### config.mk
export PLATFORM = sky130hd
export DESIGN_NAME = cube_map_texel_address_unit
export DESIGN_NICKNAME = d
export VERILOG_FILES = /design/src/hw/rtl/cmta_pkg.sv /design/src/hw/rtl/cube_map_texel_address_unit.sv
export SDC_FILE = /design/constraint.sdc
export NUM_CORES = 2
export LEC_CHECK = 0
export BUFFER_PORTS_ARGS = -buffer_cell sky130_fd_sc_hd__buf_2
export CAP_MARGIN = 20
export CORE_ASPECT_RATIO = 1.4
export CORE_MARGIN = 3
export CORE_UTILIZATION = 50
export DETAILED_ROUTE_END_ITERATION = 8
export PLACE_DENSITY = 0.66
export SLEW_MARGIN = 20
export SYNTH_ARGS = -nofsm -noshare
export SYNTH_HDL_FRONTEND = slang
export SYNTH_SLANG_ARGS = --single-unit
export TNS_END_PERCENT = 100
### constraint.sdc
create_clock -name i_clk -period 58.5 [get_ports i_clk]
set_input_delay 2.925 -clock i_clk [delete_from_list [all_inputs] [get_ports i_clk]]
set_output_delay 2.925 -clock i_clk [all_outputs]
set_load 0.05 [all_outputs]
### src/hw/rtl/cmta_pkg.sv
package cmta_pkg;

    // Fixed field widths
    localparam int DIR_W  = 16;
    localparam int CFG_W  = 13;
    localparam int LOC_W  = DIR_W + 1;   // face-local component, signed
    localparam int MAG_W  = DIR_W;       // major magnitude, at most 2^15
    localparam int DEN_W  = DIR_W + 1;   // twice the major magnitude
    localparam int REM_W  = DIR_W;       // divider remainder, always below DEN

    // Face size after reset
    localparam logic [CFG_W-1:0] FACE_SIZE_RESET = 13'd256;

    // Cube face codes
    typedef enum logic [2:0] {
        FACE_POS_X = 3'd0,
        FACE_NEG_X = 3'd1,
        FACE_POS_Y = 3'd2,
        FACE_NEG_Y = 3'd3,
        FACE_POS_Z = 3'd4,
        FACE_NEG_Z = 3'd5
    } t_face;

    // Control that travels with each item
    typedef struct packed {
        t_face face;
        logic  zero;
    } t_ctrl;

endpackage

### src/hw/rtl/cube_map_texel_address_unit.sv
// From input transfer to o_valid: stages 1 to 3, the divider stages, then the output register.
// Throughput: one direction per cycle while not stalled; the divider is one restoring stage per quotient bit.
// A stall at the output holds every stage at once; o_stall follows i_stall while o_valid is high.
// Reset (synchronous, active low) clears all valid bits and sets the face size to 256.
// Configuration takes effect on the next transfer; write it only while the pipeline is empty.
module cube_map_texel_address_unit
    import cmta_pkg::*;
#(
    parameter int MAX_FACE_SIZE = 4096
) (
    input  logic                                   i_clk,
    input  logic                                   i_rst_n,
    input  logic                                   i_face_size_we,
    input  logic [CFG_W-1:0]                       i_face_size,
    input  logic                                   i_valid,
    output logic                                   o_stall,
    input  logic signed [DIR_W-1:0]                i_dir_x,
    input  logic signed [DIR_W-1:0]                i_dir_y,
    input  logic signed [DIR_W-1:0]                i_dir_z,
    output logic                                   o_valid,
    input  logic                                   i_stall,
    output logic [2:0]                             o_face,
    output logic [$clog2(MAX_FACE_SIZE)-1:0]       o_coord_u,
    output logic [$clog2(MAX_FACE_SIZE)-1:0]       o_coord_v,
    output logic [2*$clog2(MAX_FACE_SIZE)-1:0]     o_texel_offset,
    output logic                                   o_zero_vector
);

    localparam int CW = $clog2(MAX_FACE_SIZE);       // coordinate width
    localparam int SW = $clog2(MAX_FACE_SIZE + 1);   // face size width
    localparam int OW = 2 * CW;                      // offset width
    localparam int NW = REM_W + CW;                  // dividend width

    // Face size register and its clamped forms
    logic [CFG_W-1:0] r_face_size;
    logic [SW-1:0]    s_eff;
    logic [CW-1:0]    s_m1;

    always_ff @(posedge i_clk) begin
        if (!i_rst_n) begin
            r_face_size <= FACE_SIZE_RESET;
        end else if (i_face_size_we) begin
            r_face_size <= i_face_size;
        end
    end

    always_comb begin
        if (32'(r_face_size) > 32'(MAX_FACE_SIZE)) begin
            s_eff = SW'(MAX_FACE_SIZE);
        end else if (r_face_size == '0) begin
            s_eff = SW'(1);
        end else begin
            s_eff = SW'(r_face_size);
        end
        s_m1 = CW'(s_eff - SW'(1));
    end

    // Global advance: the whole pipeline moves unless the output transfer is blocked
    logic en;
    assign en      = !(o_valid && i_stall);
    assign o_stall = !en;

    // Stage 1: magnitudes, major axis, face-local components
    logic signed [LOC_W-1:0] x17, y17, z17;
    logic [LOC_W-1:0]        ax, ay, az;
    logic signed [LOC_W-1:0] n_u1, n_v1;
    logic [MAG_W-1:0]        n_m1;
    t_ctrl                   n_c1;

    always_comb begin
        x17 = LOC_W'(i_dir_x);
        y17 = LOC_W'(i_dir_y);
        z17 = LOC_W'(i_dir_z);
        ax  = x17[LOC_W-1] ? LOC_W'(-x17) : x17;
        ay  = y17[LOC_W-1] ? LOC_W'(-y17) : y17;
        az  = z17[LOC_W-1] ? LOC_W'(-z17) : z17;
        n_c1.zero = (ax == '0) && (ay == '0) && (az == '0);
        if (az >= ax && az >= ay) begin
            n_m1      = MAG_W'(az);
            n_u1      = (z17 > 0) ? x17 : LOC_W'(-x17);
            n_v1      = y17;
            n_c1.face = (z17 > 0) ? FACE_POS_Z : FACE_NEG_Z;
        end else if (ay >= ax) begin
            n_m1      = MAG_W'(ay);
            n_u1      = x17;
            n_v1      = (y17 > 0) ? LOC_W'(-z17) : z17;
            n_c1.face = (y17 > 0) ? FACE_POS_Y : FACE_NEG_Y;
        end else begin
            n_m1      = MAG_W'(ax);
            n_u1      = (x17 > 0) ? LOC_W'(-z17) : z17;
            n_v1      = y17;
            n_c1.face = (x17 > 0) ? FACE_POS_X : FACE_NEG_X;
        end
    end

    logic                    r_v1;
    logic signed [LOC_W-1:0] r_u1, r_v1c;
    logic [MAG_W-1:0]        r_m1;
    t_ctrl                   r_c1;

    always_ff @(posedge i_clk) begin
        if (!i_rst_n) begin
            r_v1 <= 1'b0;
        end else if (en) begin
            r_v1 <= i_valid;
        end
    end

    always_ff @(posedge i_clk) begin
        if (en) begin
            r_u1  <= n_u1;
            r_v1c <= n_v1;
            r_m1  <= n_m1;
            r_c1  <= n_c1;
        end
    end

    // Stage 2: shift into [0, 2m] and form the divisor 2m
    logic [LOC_W-1:0] n_tu2, n_tv2;
    logic [DEN_W-1:0] n_den2;

    assign n_tu2  = LOC_W'(r_u1)  + LOC_W'(r_m1);
    assign n_tv2  = LOC_W'(r_v1c) + LOC_W'(r_m1);
    assign n_den2 = {r_m1, 1'b0};

    logic             r_v2;
    logic [LOC_W-1:0] r_tu2, r_tv2;
    logic [DEN_W-1:0] r_den2;
    t_ctrl            r_c2;

    always_ff @(posedge i_clk) begin
        if (!i_rst_n) begin
            r_v2 <= 1'b0;
        end else if (en) begin
            r_v2 <= r_v1;
        end
    end

    always_ff @(posedge i_clk) begin
        if (en) begin
            r_tu2  <= n_tu2;
            r_tv2  <= n_tv2;
            r_den2 <= n_den2;
            r_c2   <= r_c1;
        end
    end

    // Stage 3: scale by (size - 1); the product always fits NW bits
    logic [NW-1:0] n_nu3, n_nv3;

    assign n_nu3 = NW'(r_tu2 * s_m1);
    assign n_nv3 = NW'(r_tv2 * s_m1);

    logic             r_v3;
    logic [NW-1:0]    r_nu3, r_nv3;
    logic [DEN_W-1:0] r_den3;
    t_ctrl            r_c3;

    always_ff @(posedge i_clk) begin
        if (!i_rst_n) begin
            r_v3 <= 1'b0;
        end else if (en) begin
            r_v3 <= r_v2;
        end
    end

    always_ff @(posedge i_clk) begin
        if (en) begin
            r_nu3  <= n_nu3;
            r_nv3  <= n_nv3;
            r_den3 <= r_den2;
            r_c3   <= r_c2;
        end
    end

    // Divider: one restoring step per stage, quotient bits shift into the low word
    logic             r_dv   [CW];
    logic [REM_W-1:0] r_rem_u[CW];
    logic [REM_W-1:0] r_rem_v[CW];
    logic [CW-1:0]    r_lo_u [CW];
    logic [CW-1:0]    r_lo_v [CW];
    logic [DEN_W-1:0] r_den  [CW];
    t_ctrl            r_dc   [CW];

    for (genvar k = 0; k < CW; k++) begin : g_div
        logic             src_v;
        logic [REM_W-1:0] src_rem_u, src_rem_v;
        logic [CW-1:0]    src_lo_u, src_lo_v;
        logic [DEN_W-1:0] src_den;
        t_ctrl            src_c;
        logic [DEN_W-1:0] sh_u, sh_v;
        logic             q_u, q_v;
        logic [REM_W-1:0] n_rem_u, n_rem_v;
        logic [CW-1:0]    n_lo_u, n_lo_v;

        if (k == 0) begin : g_first
            assign src_v     = r_v3;
            assign src_rem_u = r_nu3[NW-1:CW];
            assign src_rem_v = r_nv3[NW-1:CW];
            assign src_lo_u  = r_nu3[CW-1:0];
            assign src_lo_v  = r_nv3[CW-1:0];
            assign src_den   = r_den3;
            assign src_c     = r_c3;
        end else begin : g_next
            assign src_v     = r_dv[k-1];
            assign src_rem_u = r_rem_u[k-1];
            assign src_rem_v = r_rem_v[k-1];
            assign src_lo_u  = r_lo_u[k-1];
            assign src_lo_v  = r_lo_v[k-1];
            assign src_den   = r_den[k-1];
            assign src_c     = r_dc[k-1];
        end

        // Trial subtract on both lanes
        always_comb begin
            sh_u    = {src_rem_u, src_lo_u[CW-1]};
            sh_v    = {src_rem_v, src_lo_v[CW-1]};
            q_u     = (sh_u >= src_den);
            q_v     = (sh_v >= src_den);
            n_rem_u = q_u ? REM_W'(sh_u - src_den) : REM_W'(sh_u);
            n_rem_v = q_v ? REM_W'(sh_v - src_den) : REM_W'(sh_v);
            n_lo_u  = CW'({src_lo_u, q_u});
            n_lo_v  = CW'({src_lo_v, q_v});
        end

        always_ff @(posedge i_clk) begin
            if (!i_rst_n) begin
                r_dv[k] <= 1'b0;
            end else if (en) begin
                r_dv[k] <= src_v;
            end
        end

        always_ff @(posedge i_clk) begin
            if (en) begin
                r_rem_u[k] <= n_rem_u;
                r_rem_v[k] <= n_rem_v;
                r_lo_u[k]  <= n_lo_u;
                r_lo_v[k]  <= n_lo_v;
                r_den[k]   <= src_den;
                r_dc[k]    <= src_c;
            end
        end
    end

    // Output stage: row-major offset, zero vector forces all fields to zero
    logic [CW-1:0] cu, cv;
    logic [OW-1:0] n_off;
    t_ctrl         dc_last;

    assign cu      = r_lo_u[CW-1];
    assign cv      = r_lo_v[CW-1];
    assign dc_last = r_dc[CW-1];
    assign n_off   = OW'(cv * s_eff + cu);

    always_ff @(posedge i_clk) begin
        if (!i_rst_n) begin
            o_valid <= 1'b0;
        end else if (en) begin
            o_valid <= r_dv[CW-1];
        end
    end

    always_ff @(posedge i_clk) begin
        if (en) begin
            o_zero_vector <= dc_last.zero;
            if (dc_last.zero) begin
                o_face         <= FACE_POS_X;
                o_coord_u      <= '0;
                o_coord_v      <= '0;
                o_texel_offset <= '0;
            end else begin
                o_face         <= dc_last.face;
                o_coord_u      <= cu;
                o_coord_v      <= cv;
                o_texel_offset <= n_off;
            end
        end
    end

    // Checks
    a_zero_fields: assert property (@(posedge i_clk) disable iff (!i_rst_n)
        (o_valid && o_zero_vector) |-> (o_coord_u == '0 && o_coord_v == '0 &&
                                        o_texel_offset == '0 && o_face == FACE_POS_X))
        else $error("zero vector result carries nonzero fields");

    a_coord_range: assert property (@(posedge i_clk) disable iff (!i_rst_n)
        (o_valid && !o_zero_vector) |-> (SW'(o_coord_u) < s_eff && SW'(o_coord_v) < s_eff))
        else $error("texel coordinate beyond face size");

    a_offset: assert property (@(posedge i_clk) disable iff (!i_rst_n)
        (o_valid && !o_zero_vector) |-> (o_texel_offset == OW'(o_coord_v * s_eff + o_coord_u)))
        else $error("texel offset does not match coordinates");

endmodule

==> qor.yml <==
floorplan:
  die_y_um: 470
  dieArea_um2: 159000
  row_count: 169
  coreArea_um2: 152000
  start_util_pct: 50.6
  io_pins: 120
  die_x_um: 338
yosys:
  yosysMostFrequentCell: "edfxtp_1"
  syn_area_per_cell_um2: 11.3
  syn_area_um2: 77000
  ys_seq_area_share_pct: 43.8
  synth_seq_cells: 1129
  ys.warnings.count: 0
  async_reset_ff_share_pct: 0
  yosys-top-cells-area: "edfxtp_1, fa_1, ha_1, inv_1, mux2_2"
  synth_edf_count: 1111
  yosys.area.top_type_share_pct: 43.3
  synth-main-ff-cell: "edfxtp_1"
  synth_nets: 7983
  syn_inst: 6802
  yosysTopAreaCell: "edfxtp_1"
  yosysUniqueCellTypes: 71
  synthTopCellsByCount: "edfxtp_1, inv_1, ha_1"
sta:
  period_share_pct: 15.6
  setup_ws_ps: 49380
  finalSetupViolCount: 0
  fin_crit_ps: 9120
  tns_ps: 0
  slew_headroom_pct: 24.6
  slew_viol_final: 0
  tightestPinTransition_ps: 1130
  rsz0062_at_grt: "false"
  hold_viol_final: 0
  skew_ps: 53.9
  fmax_mhz: 110
clock_network:
  cts_resized: 0
  cts_num_sinks: 1129
  clock_latency_ps: 770
  cts_tree: "built"
  root_buffer: "clkbuf_16"
  post_cts_buffers: 0
  clk_pin_slew_ps: 60
  h-tree-depth: 3
  cts_inserted_buffers: 112
  clockBufferDepth: 3
  postCtsHoldBufs: 0
global_routing:
  grt_max_degree: 187
  antenna_found_initial: 9
  grt_pass1_wl_mm: 303
  track_usage_pct: 25.2
  grt_overflow: 0
  grt_pass1_vias: 53600
setup_path:
  crit_required_ps: 58990
  cp-end-kind: "flip-flop"
  startpoint_type: "flip-flop"
  cpMaxStageDelayCell: "nor2_1"
  critPathMaxStageDelay_ps: 780
  critPathKind: "reg -> reg"
  arrival_ps: 9610
  path_max_fanout: 37
  crit_top_cell: "fa_1"
finish:
  drive_above_1_share_pct: 9.49
  fillers: 13100
  area_growth_pct: 8.94
  finalNetCount: 8084
drt:
  viasPerCell: 5.64
  ant_nets: 0
  drtIter0Drc: 2633
  drcViolationCount: 0
  routedWlPerCell_um: 22.1
  routed_wl_mm: 198
  vias: 50600
  dr.pass1.iters: 6
placed_design:
  dpl.hpwl_mm: 156
  portBuffers: 119
  gp_congestion: 0.955
  place_ws_ps: 49430
run:
  drv_cap: 0
min_path:
  hold_path.class: "reg -> reg"
run_status:
  outcome: "complete, no violations"
layout make-up:
class,instances,area [µm²],area share (%)
Multi-Input combinational cell,4614,39400,47.0
Inverter,869,3260,3.89
Sequential cell,1129,33700,40.2
Clock buffer,132,2890,3.44
Timing Repair Buffer,177,1060,1.26
Tap cell,1966,2460,2.93
Antenna cell,6,15.0,0.0179
Clock inverter,78,1070,1.27
final timing paths:
kind,startpoint,end,slack (ps),cells after the start
worst max-delay path,r_face_size[6]$_SDFFE_PN0P_,r_nu3[27]$_DFFE_PN_,49380,31
worst min-delay path,r_lo_u[0][44]$_DFFE_PN_,r_lo_u[1][9]$_DFFE_PN_,380,0
worst max register to register,r_face_size[6]$_SDFFE_PN0P_,r_nu3[27]$_DFFE_PN_,49380,31
worst min register to register,r_lo_u[0][44]$_DFFE_PN_,r_lo_u[1][9]$_DFFE_PN_,380,0
cells in the final DEF (no fill, tap or decap), types with 84 or more instances in the layout:
master        n
xnor2_1     258
inv_1       868
nor2_1      278
and2_1      192
a21o_1       99
o21ai_0     222
nor3_1       93
a21oi_1     309
nand3_1      91
buf_2       119
edfxtp_1   1111
nand2_1     657
nand2b_1     84
clkbuf_16   112
ha_1        673
xor2_1      139
fa_1        442
nor2b_1     151
mux2_2      246
worst max-delay path: cells and delay by family (launching register included):
family | cells | cell delay, ps
AND/OR/NAND/NOR | 9 | 2290
AO/OA/AOI/OAI | 7 | 1750
buffers and inverters | 6 | 1040
flip-flops | 1 | 320
XOR/XNOR | 2 | 280
adder cells (fa/ha/maj) | 7 | 3110
metal layers:
metal | share of wire [%] | up-vias | track usage (%)
met5 | 0.0045 | - | 0
met2 | 54 | 1287 | 47.3
met4 | 11 | 2 | 23.0
met1 | 31 | 24900 | 23.1
li1 | - | 23800 | -
met3 | 3.7 | 637 | 3.39
flip-flops by register name, summed over array words and instances, names as in the netlist, 17 cells and up:
| signal | count |
|---|---|
| r_u1 | 17 |
| r_v1c | 17 |
| r_nv3 | 28 |
| r_den | 176 |
| r_dc | 48 |
| r_nu3 | 28 |
| r_tv2 | 17 |
| r_lo_u | 144 |
| r_lo_v | 144 |
| r_rem_u | 176 |
| o_texel_offset | 24 |
| r_rem_v | 176 |
| r_tu2 | 17 |
cells by family (layout without fill, tap and decap cells):
logic type	count (synthesis)	count (layout)	synth area share [%]
xor gates and xnor gates	406	406	4.62
muxes	312	312	4.45
other	2	8	0.00975
buffers and inverters	1059	1256	5.18
DFF	1129	1129	43.8
adders and majority gates	1115	1115	22.4
and+or+nand+nor	1781	1781	11.3
AOI/OAI and AO/OA	998	998	8.23
stage by stage:
step	utilization, %	hold WS [ps]	instance area [µm²]	cells
detailed placement	52.5	405	79900	8753
finish	55.1	382	83900	8971
global placement	52.5	400	79900	8753
CTS	55.1	377	83900	8963
global route	55.1	381	83900	8967
floorplan	-	400	77000	6802
Power is not shown: default switching activity piles up to over one toggle a cycle in this logic, so the estimate is an artifact.
